### config.mk
export PLATFORM = sky130hd
export DESIGN_NAME = block_buffer_cache_lru
export DESIGN_NICKNAME = d
export VERILOG_FILES = /design/src/sv/bbc_pkg.sv /design/src/sv/block_buffer_cache_lru.sv /design/src/sv/bbc_slot_cmp.sv
export SDC_FILE = /design/constraint.sdc
export NUM_CORES = 2
export LEC_CHECK = 0
export BUFFER_PORTS_ARGS = -buffer_cell sky130_fd_sc_hd__buf_2
export CAP_MARGIN = 15
export CORE_AREA = 3 3 535 537
export CTS_CLUSTER_DIAMETER = 30
export DETAILED_ROUTE_END_ITERATION = 10
export DIE_AREA = 0 0 538 540
export SLEW_MARGIN = 0
export SYNTH_ARGS = -nofsm -noshare
export SYNTH_HDL_FRONTEND = slang
export SYNTH_SLANG_ARGS = --single-unit
### constraint.sdc
create_clock -name clk_i -period 19.5 [get_ports clk_i]
set_clock_uncertainty 0.1 [all_clocks]
set_input_delay 1.95 -clock clk_i [delete_from_list [all_inputs] [get_ports clk_i]]
set_output_delay 1.95 -clock clk_i [all_outputs]
set_load 0.02 [all_outputs]
### src/sv/bbc_pkg.sv
// Shared types and codes for the block buffer cache.
// Holds the request, status and sequencer enums and the slot entry layout.
`timescale 1ns / 1ps

package bbc_pkg;

  typedef enum logic [1:0] {
    REQ_GET     = 2'd0,
    REQ_RELEASE = 2'd1,
    REQ_PIN     = 2'd2,
    REQ_UNPIN   = 2'd3
  } req_e;

  typedef enum logic [1:0] {
    STAT_OK      = 2'd0,
    STAT_NO_FREE = 2'd1,
    STAT_UNDER   = 2'd2,
    STAT_OVER    = 2'd3
  } status_e;

  typedef enum logic [1:0] {
    ST_IDLE,
    ST_SCAN,
    ST_UPDATE,
    ST_MOD
  } state_e;

  localparam logic [7:0] COUNT_MAX = 8'hFF;

  // One buffer slot as stored in the slot memory.
  typedef struct packed {
    logic [7:0]  dev;
    logic [31:0] blk;
    logic [7:0]  cnt;
    logic [31:0] stamp;
  } entry_t;

  // Outcome of comparing one slot against the request and the best free slot.
  typedef struct packed {
    logic match;
    logic better;
  } cmp_t;

endpackage

### src/sv/block_buffer_cache_lru.sv
// Block buffer cache with reference counts and least-recently-released reuse.
// A get scans the slots in order and stops at a tag match or the last slot (early on a hit);
// release/pin/unpin go straight to the modify step. Busy drops in the strobe cycle,
// so a new beat is taken then; one request at a time, and a scan reads one slot per cycle.
// Reset: asynchronous, active low; per-slot flop bits make every slot read as all zero.
// The result strobe lasts one cycle; the receiver cannot stall it.
`timescale 1ns / 1ps

module block_buffer_cache_lru
  import bbc_pkg::*;
#(
  parameter int NUM_SLOTS = 32
) (
  input  logic        clk_i,
  input  logic        rst_ni,
  input  logic        start,
  output logic        busy,
  input  logic [1:0]  req_type_i,
  input  logic [7:0]  device_i,
  input  logic [31:0] block_number_i,
  input  logic [4:0]  slot_index_i,
  input  logic [31:0] now_tick_i,
  output logic        result_valid_o,
  output logic [4:0]  result_slot_o,
  output logic        hit_o,
  output logic        needs_read_o,
  output logic [1:0]  status_o
);

  localparam int IDX_W = $clog2(NUM_SLOTS);
  localparam logic [IDX_W-1:0] LAST_IDX = IDX_W'(NUM_SLOTS - 1);

  state_e state_q, state_d;

  // Latched request beat.
  req_e        req_q;
  logic [7:0]  dev_q;
  logic [31:0] blk_q;
  logic [4:0]  slot_q;
  logic [31:0] now_q;

  // Slot memory plus per-slot flop bits (written, tagged, data valid).
  entry_t                 mem [NUM_SLOTS];
  logic [NUM_SLOTS-1:0]   ent_ok_q, in_use_q, dvalid_q;
  entry_t                 rdata_q;
  logic                   rd_ok_q, rd_in_use_q, rd_dv_q;
  logic [IDX_W-1:0]       raddr;

  // Memory write port, driven by the output block.
  logic                   mem_we;
  logic [IDX_W-1:0]       waddr;
  entry_t                 wdata;
  logic                   set_tag, set_dv;

  // Scan bookkeeping.
  logic [IDX_W-1:0] addr_q;
  logic             addr_done_q;
  logic             rd_vld_q;
  logic [IDX_W-1:0] rd_idx_q;
  logic             hit_q, have_q;
  logic [IDX_W-1:0] hit_idx_q, best_idx_q;
  entry_t           hit_ent_q;
  logic             hit_dv_q;
  logic [31:0]      best_stamp_q;

  // Result path.
  logic        res_stb;
  logic [4:0]  res_slot;
  logic        res_hit, res_rd;
  status_e     res_status;

  entry_t eff_ent;
  cmp_t   cmp;
  logic   accept, scan_issue, in_range;

  assign accept     = start && (state_q == ST_IDLE);
  assign busy       = (state_q != ST_IDLE);
  assign scan_issue = (state_q == ST_SCAN) && !addr_done_q;
  assign in_range   = 32'(slot_q) < 32'(NUM_SLOTS);

  // Never-written slots read as all zero.
  assign eff_ent = rd_ok_q ? rdata_q : '0;

  // Pick the read address: the addressed slot in the accept cycle, the scan pointer otherwise.
  always_comb begin
    if (accept) begin
      raddr = IDX_W'(slot_index_i);
    end else begin
      raddr = addr_q;
    end
  end

  bbc_slot_cmp u_cmp (
    .ent_i        (eff_ent),
    .in_use_i     (rd_in_use_q),
    .dev_i        (dev_q),
    .blk_i        (blk_q),
    .have_i       (have_q),
    .best_stamp_i (best_stamp_q),
    .res_o        (cmp)
  );

  // Slot memory: one write and one registered read per cycle.
  always_ff @(posedge clk_i) begin
    if (mem_we) begin
      mem[waddr] <= wdata;
    end
    rdata_q <= mem[raddr];
  end

  // Per-slot flags are read from the same address and registered alongside the memory read.
  always_ff @(posedge clk_i or negedge rst_ni) begin
    if (!rst_ni) begin
      ent_ok_q    <= '0;
      in_use_q    <= '0;
      dvalid_q    <= '0;
      rd_ok_q     <= 1'b0;
      rd_in_use_q <= 1'b0;
      rd_dv_q     <= 1'b0;
    end else begin
      rd_ok_q     <= ent_ok_q[raddr];
      rd_in_use_q <= in_use_q[raddr];
      rd_dv_q     <= dvalid_q[raddr];
      if (mem_we) begin
        ent_ok_q[waddr] <= 1'b1;
      end
      if (set_tag) begin
        in_use_q[waddr] <= 1'b1;
      end
      if (set_dv) begin
        dvalid_q[waddr] <= 1'b1;
      end
    end
  end

  // Next state.
  always_comb begin
    state_d = state_q;
    unique case (state_q)
      ST_IDLE: begin
        if (accept) begin
          state_d = (req_e'(req_type_i) == REQ_GET) ? ST_SCAN : ST_MOD;
        end
      end
      ST_SCAN: begin
        if (rd_vld_q && (cmp.match || (rd_idx_q == LAST_IDX))) begin
          state_d = ST_UPDATE;
        end
      end
      ST_UPDATE: state_d = ST_IDLE;
      ST_MOD:    state_d = ST_IDLE;
      default:   state_d = ST_IDLE;
    endcase
  end

  // Memory writes and result values.
  always_comb begin
    mem_we     = 1'b0;
    waddr      = hit_idx_q;
    wdata      = hit_ent_q;
    set_tag    = 1'b0;
    set_dv     = 1'b0;
    res_stb    = 1'b0;
    res_slot   = slot_q;
    res_hit    = 1'b0;
    res_rd     = 1'b0;
    res_status = STAT_OK;
    unique case (state_q)
      ST_UPDATE: begin
        res_stb = 1'b1;
        if (hit_q) begin
          res_slot = 5'(hit_idx_q);
          res_hit  = 1'b1;
          if (hit_ent_q.cnt == COUNT_MAX) begin
            res_status = STAT_OVER;
          end else begin
            mem_we    = 1'b1;
            set_dv    = 1'b1;
            wdata.cnt = hit_ent_q.cnt + 8'd1;
            res_rd    = !hit_dv_q;
          end
        end else if (have_q) begin
          mem_we      = 1'b1;
          set_tag     = 1'b1;
          set_dv      = 1'b1;
          waddr       = best_idx_q;
          wdata.dev   = dev_q;
          wdata.blk   = blk_q;
          wdata.cnt   = 8'd1;
          wdata.stamp = best_stamp_q;
          res_slot    = 5'(best_idx_q);
          res_rd      = 1'b1;
        end else begin
          res_slot   = 5'd0;
          res_status = STAT_NO_FREE;
        end
      end
      ST_MOD: begin
        res_stb = 1'b1;
        waddr   = IDX_W'(slot_q);
        wdata   = eff_ent;
        if (in_range) begin
          if (req_q == REQ_PIN) begin
            if (eff_ent.cnt == COUNT_MAX) begin
              res_status = STAT_OVER;
            end else begin
              mem_we    = 1'b1;
              wdata.cnt = eff_ent.cnt + 8'd1;
            end
          end else if (eff_ent.cnt == 8'd0) begin
            res_status = STAT_UNDER;
          end else begin
            mem_we    = 1'b1;
            wdata.cnt = eff_ent.cnt - 8'd1;
            // Stamp only a release that drops the count to zero.
            if ((req_q == REQ_RELEASE) && (eff_ent.cnt == 8'd1)) begin
              wdata.stamp = now_q;
            end
          end
        end
      end
      default: begin
      end
    endcase
  end

  // Sequencer registers, scan pointer and running best.
  always_ff @(posedge clk_i or negedge rst_ni) begin
    if (!rst_ni) begin
      state_q        <= ST_IDLE;
      addr_q         <= '0;
      addr_done_q    <= 1'b0;
      rd_vld_q       <= 1'b0;
      hit_q          <= 1'b0;
      have_q         <= 1'b0;
      result_valid_o <= 1'b0;
    end else begin
      state_q        <= state_d;
      rd_vld_q       <= scan_issue;
      result_valid_o <= res_stb;
      if (accept) begin
        addr_q      <= '0;
        addr_done_q <= 1'b0;
        hit_q       <= 1'b0;
        have_q      <= 1'b0;
      end else if (scan_issue) begin
        // Advance the read pointer; hold at the last slot.
        if (addr_q == LAST_IDX) begin
          addr_done_q <= 1'b1;
        end else begin
          addr_q <= addr_q + IDX_W'(1);
        end
      end
      if ((state_q == ST_SCAN) && rd_vld_q) begin
        if (cmp.match) begin
          hit_q <= 1'b1;
        end else if (cmp.better) begin
          have_q <= 1'b1;
        end
      end
    end
  end

  // Payload registers.
  always_ff @(posedge clk_i) begin
    rd_idx_q <= addr_q;
    if (accept) begin
      req_q  <= req_e'(req_type_i);
      dev_q  <= device_i;
      blk_q  <= block_number_i;
      slot_q <= slot_index_i;
      now_q  <= now_tick_i;
    end
    if ((state_q == ST_SCAN) && rd_vld_q) begin
      if (cmp.match) begin
        hit_idx_q <= rd_idx_q;
        hit_ent_q <= eff_ent;
        hit_dv_q  <= rd_dv_q;
      end else if (cmp.better) begin
        best_idx_q   <= rd_idx_q;
        best_stamp_q <= eff_ent.stamp;
      end
    end
    if (res_stb) begin
      result_slot_o <= res_slot;
      hit_o         <= res_hit;
      needs_read_o  <= res_rd;
      status_o      <= res_status;
    end
  end

`ifndef SYNTHESIS
  // Every result beat follows a finishing step of the sequencer.
  assert property (@(posedge clk_i) disable iff (!rst_ni)
    result_valid_o |-> ($past(state_q) == ST_UPDATE || $past(state_q) == ST_MOD))
    else $error("result beat without a finishing step");

  // An accepted beat keeps the block busy in the next cycle.
  assert property (@(posedge clk_i) disable iff (!rst_ni)
    (start && !busy) |=> busy)
    else $error("accepted beat did not raise busy");

  // A disk read is only requested on a successful get.
  assert property (@(posedge clk_i) disable iff (!rst_ni)
    (result_valid_o && needs_read_o) |-> (status_o == STAT_OK))
    else $error("needs_read with a failing status");

  // A hit never reports a missing buffer or an underflow.
  assert property (@(posedge clk_i) disable iff (!rst_ni)
    (result_valid_o && hit_o) |-> (status_o == STAT_OK || status_o == STAT_OVER))
    else $error("hit with an impossible status");
`endif

endmodule

### src/sv/bbc_slot_cmp.sv
// Compare unit of the buffer cache scan: tag match and LRU candidate test.
// Depends on bbc_pkg for the entry and result types.
`timescale 1ns / 1ps

module bbc_slot_cmp
  import bbc_pkg::*;
(
  input  entry_t      ent_i,
  input  logic        in_use_i,
  input  logic [7:0]  dev_i,
  input  logic [31:0] blk_i,
  input  logic        have_i,
  input  logic [31:0] best_stamp_i,
  output cmp_t        res_o
);

  // A slot that was never tagged never matches.
  assign res_o.match  = in_use_i && (ent_i.dev == dev_i) && (ent_i.blk == blk_i);
  // Strict less-than keeps the lowest slot on equal stamps.
  assign res_o.better = (ent_i.cnt == 8'd0) && (!have_i || (ent_i.stamp < best_stamp_i));

endmodule

==> flow_summary.yaml <==
yosys:
  synthDistinctLibCells: 71
  synth_top_area_share_pct: 72.2
  ys_seq_area_share_pct: 76.1
  muxShareOfSynthArea_pct: 6.69
  syn_avg_cell_area_sq_um: 15.9
  synth_top_family_by_area: "simple AND/OR/NAND/NOR gates"
  synthArstFlopShare_pct: 3.74
  ys_ff_latch: 2967
  netlist_top_cells_count: "2771 x edfxtp_1, 1455 x nand2_1, 313 x nand3_1"
  synth_top_area_cell: "edfxtp_1"
  synth_cells: 7253
  synth_compound_area_share_pct: 5.24
  syn_area_sq_um: 115000
  synthMostInstantiatedCell: "edfxtp_1"
  synth-edff-count: 2771
  ys_warn_count: 0
  synthAdderAreaFrac_pct: 0.402
  synth_xor_area_share_pct: 0.152
  synth_nets: 7372
  synth_flop_cell: "edfxtp_1"
  synthSimpleGateAreaFrac_pct: 9.50
  synth_area_leaders: "edfxtp_1 72%, mux4_2 4.9%, nand2_1 4.7%"
global_route:
  grt.total_usage_pct: 23.7
  grt_max_degree: 186
  grt_pass1_vias: 68300
  antenna_found_initial: 15
  grt_pass1_wl_um: 498000
  overflow: 0
sta:
  fin_tns_setup_ns: 0
  finalSetupViolCount: 0
  min_period_over_period_pct: 35.2
  fin_crit_ns: 6.87
  setup_ws_ns: 12.63
  drv_slew: 0
  tightest_slew_ns: 1.21
  clock.fmax_ghz: 0.146
  relSlewSlack_pct: 19.0
  finalHoldViolations: 0
  rsz0062_at_grt: "false"
clock_tree:
  cts_tree: "done"
  cts_max_path_buffers: 4
  cts_max_level: 5
  root_buffer: "clkbuf_16"
  cts_resized: 0
  cts.hold.buffers_added: 0
  cts.clk_slew.worst_paths_ns: 0.05
  cts_setup_buffers: 0
  cts.sinks: 2967
  clock_latency_ns: 0.94
  cts-buffers-inserted: 469
critical_path:
  cp.required_ns: 20.16
  r2r_slack_ns: 12.80
  timing_worst_setup_path_type: "in2reg"
  rr_startpoint: "state_q[1]"
  end_kind: "flop"
  crit_fanout: 111
  start_kind: "input pin"
  reg2reg_to: "rdata_q[17]"
  crit_arrival_ns: 7.53
  r2r_cells: 12
placed_design:
  place_ws_ns: 11.72
  dpl.cell_count: 10800
  dpl_cell_area_sq_um: 121000
  portBuffers: 92
  dp_hpwl_um: 174000
  gp_congestion: 0.834
floorplan:
  top_level_ports: 93
  die_x_um: 538
  core_area_sq_um: 282000
  start_util_pct: 40.9
  dieArea_sq_um: 291000
  num_rows: 195
  dieHeight_um: 540
route:
  first_pass_iters: 6
  wl_per_cell_um: 29.8
  ant_nets: 0
  drt-total-wl_um: 351000
  routed-wl-met3_um: 32900
  num_vias: 69700
  dr.first_iter.drc_count: 9374
  route.met2.wl_um: 168000
  wirelength_met1_um: 134000
  routed.top_layer: "met5"
  drc: 0
  vias_per_cell: 5.92
final_layout:
  design_area_sq_um: 137000
  drive_gt1_share_pct: 18.9
  finalNetCount: 7723
  area_growth_pct: 19.3
  layout.cells.non_filler: 11800
  fillers: 23300
hold_path:
  min_to: "dvalid_q[23]"
  holdPathStages: 1
  hp-start: "dvalid_q[23]"
  hp-class: "reg2reg"
pwr:
  peakVddDrop_mv: 0.179
  total_power_mw: 21.0
  cellPowerDensity_nw_per_um2: 153
  cellLeakagePower_nw: 47.0
run:
  drv_cap: 0
run_status:
  outcome: "finished clean"
sequential cells by signal, summed over array words and instances (netlist names), 5 cells and up:
| name | count |
|---|---|
| in_use_q | 32 |
| rd_idx_q | 5 |
| best_idx_q | 5 |
| ent_ok_q | 32 |
| dev_q | 8 |
| addr_q | 5 |
| hit_idx_q | 5 |
| slot_q | 5 |
| rdata_q | 80 |
| result_slot_o | 5 |
| mem | 2560 |
| now_q | 32 |
| hit_ent_q | 80 |
| blk_q | 32 |
| best_stamp_q | 32 |
| dvalid_q | 32 |
stage by stage:
| stage | util (%) | hold WS, ns |
|---|---|---|
| floorplan | - | 0.301 |
| global placement | 42.8 | 0.340 |
| detailed placement | 42.8 | 0.344 |
| CTS | 48.6 | 0.355 |
| global route | 48.7 | 0.360 |
| finish | 48.7 | 0.352 |
layout make-up:
cell class / count / area, sq um / area share [%]
well taps: 3743 / 4680 / 3.41
inverters: 65 / 249 / 0.181
clock buffers: 523 / 12200 / 8.90
diodes: 8 / 20.0 / 0.0146
repair buffers: 313 / 2500 / 1.82
multi-input cells: 3788 / 26000 / 18.9
clock inverters: 361 / 4110 / 2.99
flip-flops and latches: 2967 / 87700 / 63.8
power breakdown:
part / switching (mW) / internal (mW) / leakage [nW] / total (mW)
clock: 3.13 / 5.36 / 7.86 / 8.49
combinational: 3.29 / 1.59 / 11.9 / 4.89
sequential: 0.254 / 7.35 / 27.2 / 7.61
logic make-up after synthesis:
logic type / after synthesis
AO/OA/AOI/OAI: 838
XOR/XNOR: 20
adder cells (fa/ha/maj): 37
buffers and inverters: 498
flip-flops: 2967
multiplexers: 456
AND/OR/NAND/NOR: 2437
routing by layer:
metal  track usage (%)  vias to the layer above
met4              10.3                        2
li1                  -                    29000
met1              32.0                    36100
met2              38.2                     3898
met5                 0                        -
met3              3.72                      724
how the worst max path moves through the flow:
stage	start	endpoint	slack (ns)	cells after the start
after CTS	start	rdata_q[20]	12.66	11
after floorplan	rd_ok_q	ent_ok_q[12]	10.94	12
after global placement	start	rdata_q[20]	11.85	11
after detailed placement	start	rdata_q[20]	11.72	11
after global routing	start	rdata_q[21]	12.40	11
final	start	rdata_q[17]	12.63	11
cell usage in the layout, fill, tap and decap left out, drive strengths merged, types with 106 or more instances in the layout:
master     n
a22oi    227
a31oi    123
a32oi    125
and3     138
buf      313
clkbuf   523
clkinv   161
dfrtp    111
edfxtp  2771
inv      146
mux2i    201
mux4     250
nand2   1455
nand3    313
nand4    224
nor2     106
o21ai    123
worst max-delay path, cell delays in order:
cell and delay, ns:
buf_2 0.19, nand2_1 0.12, or2_4 0.32, inv_6 0.40
buf_4 0.76, mux2_8 0.94, buf_4 0.90, buf_4 0.97
mux4_2 0.43, a22oi_1 0.22, nand4_1 0.14
Note: power is estimated with default switching activity, not from simulation.
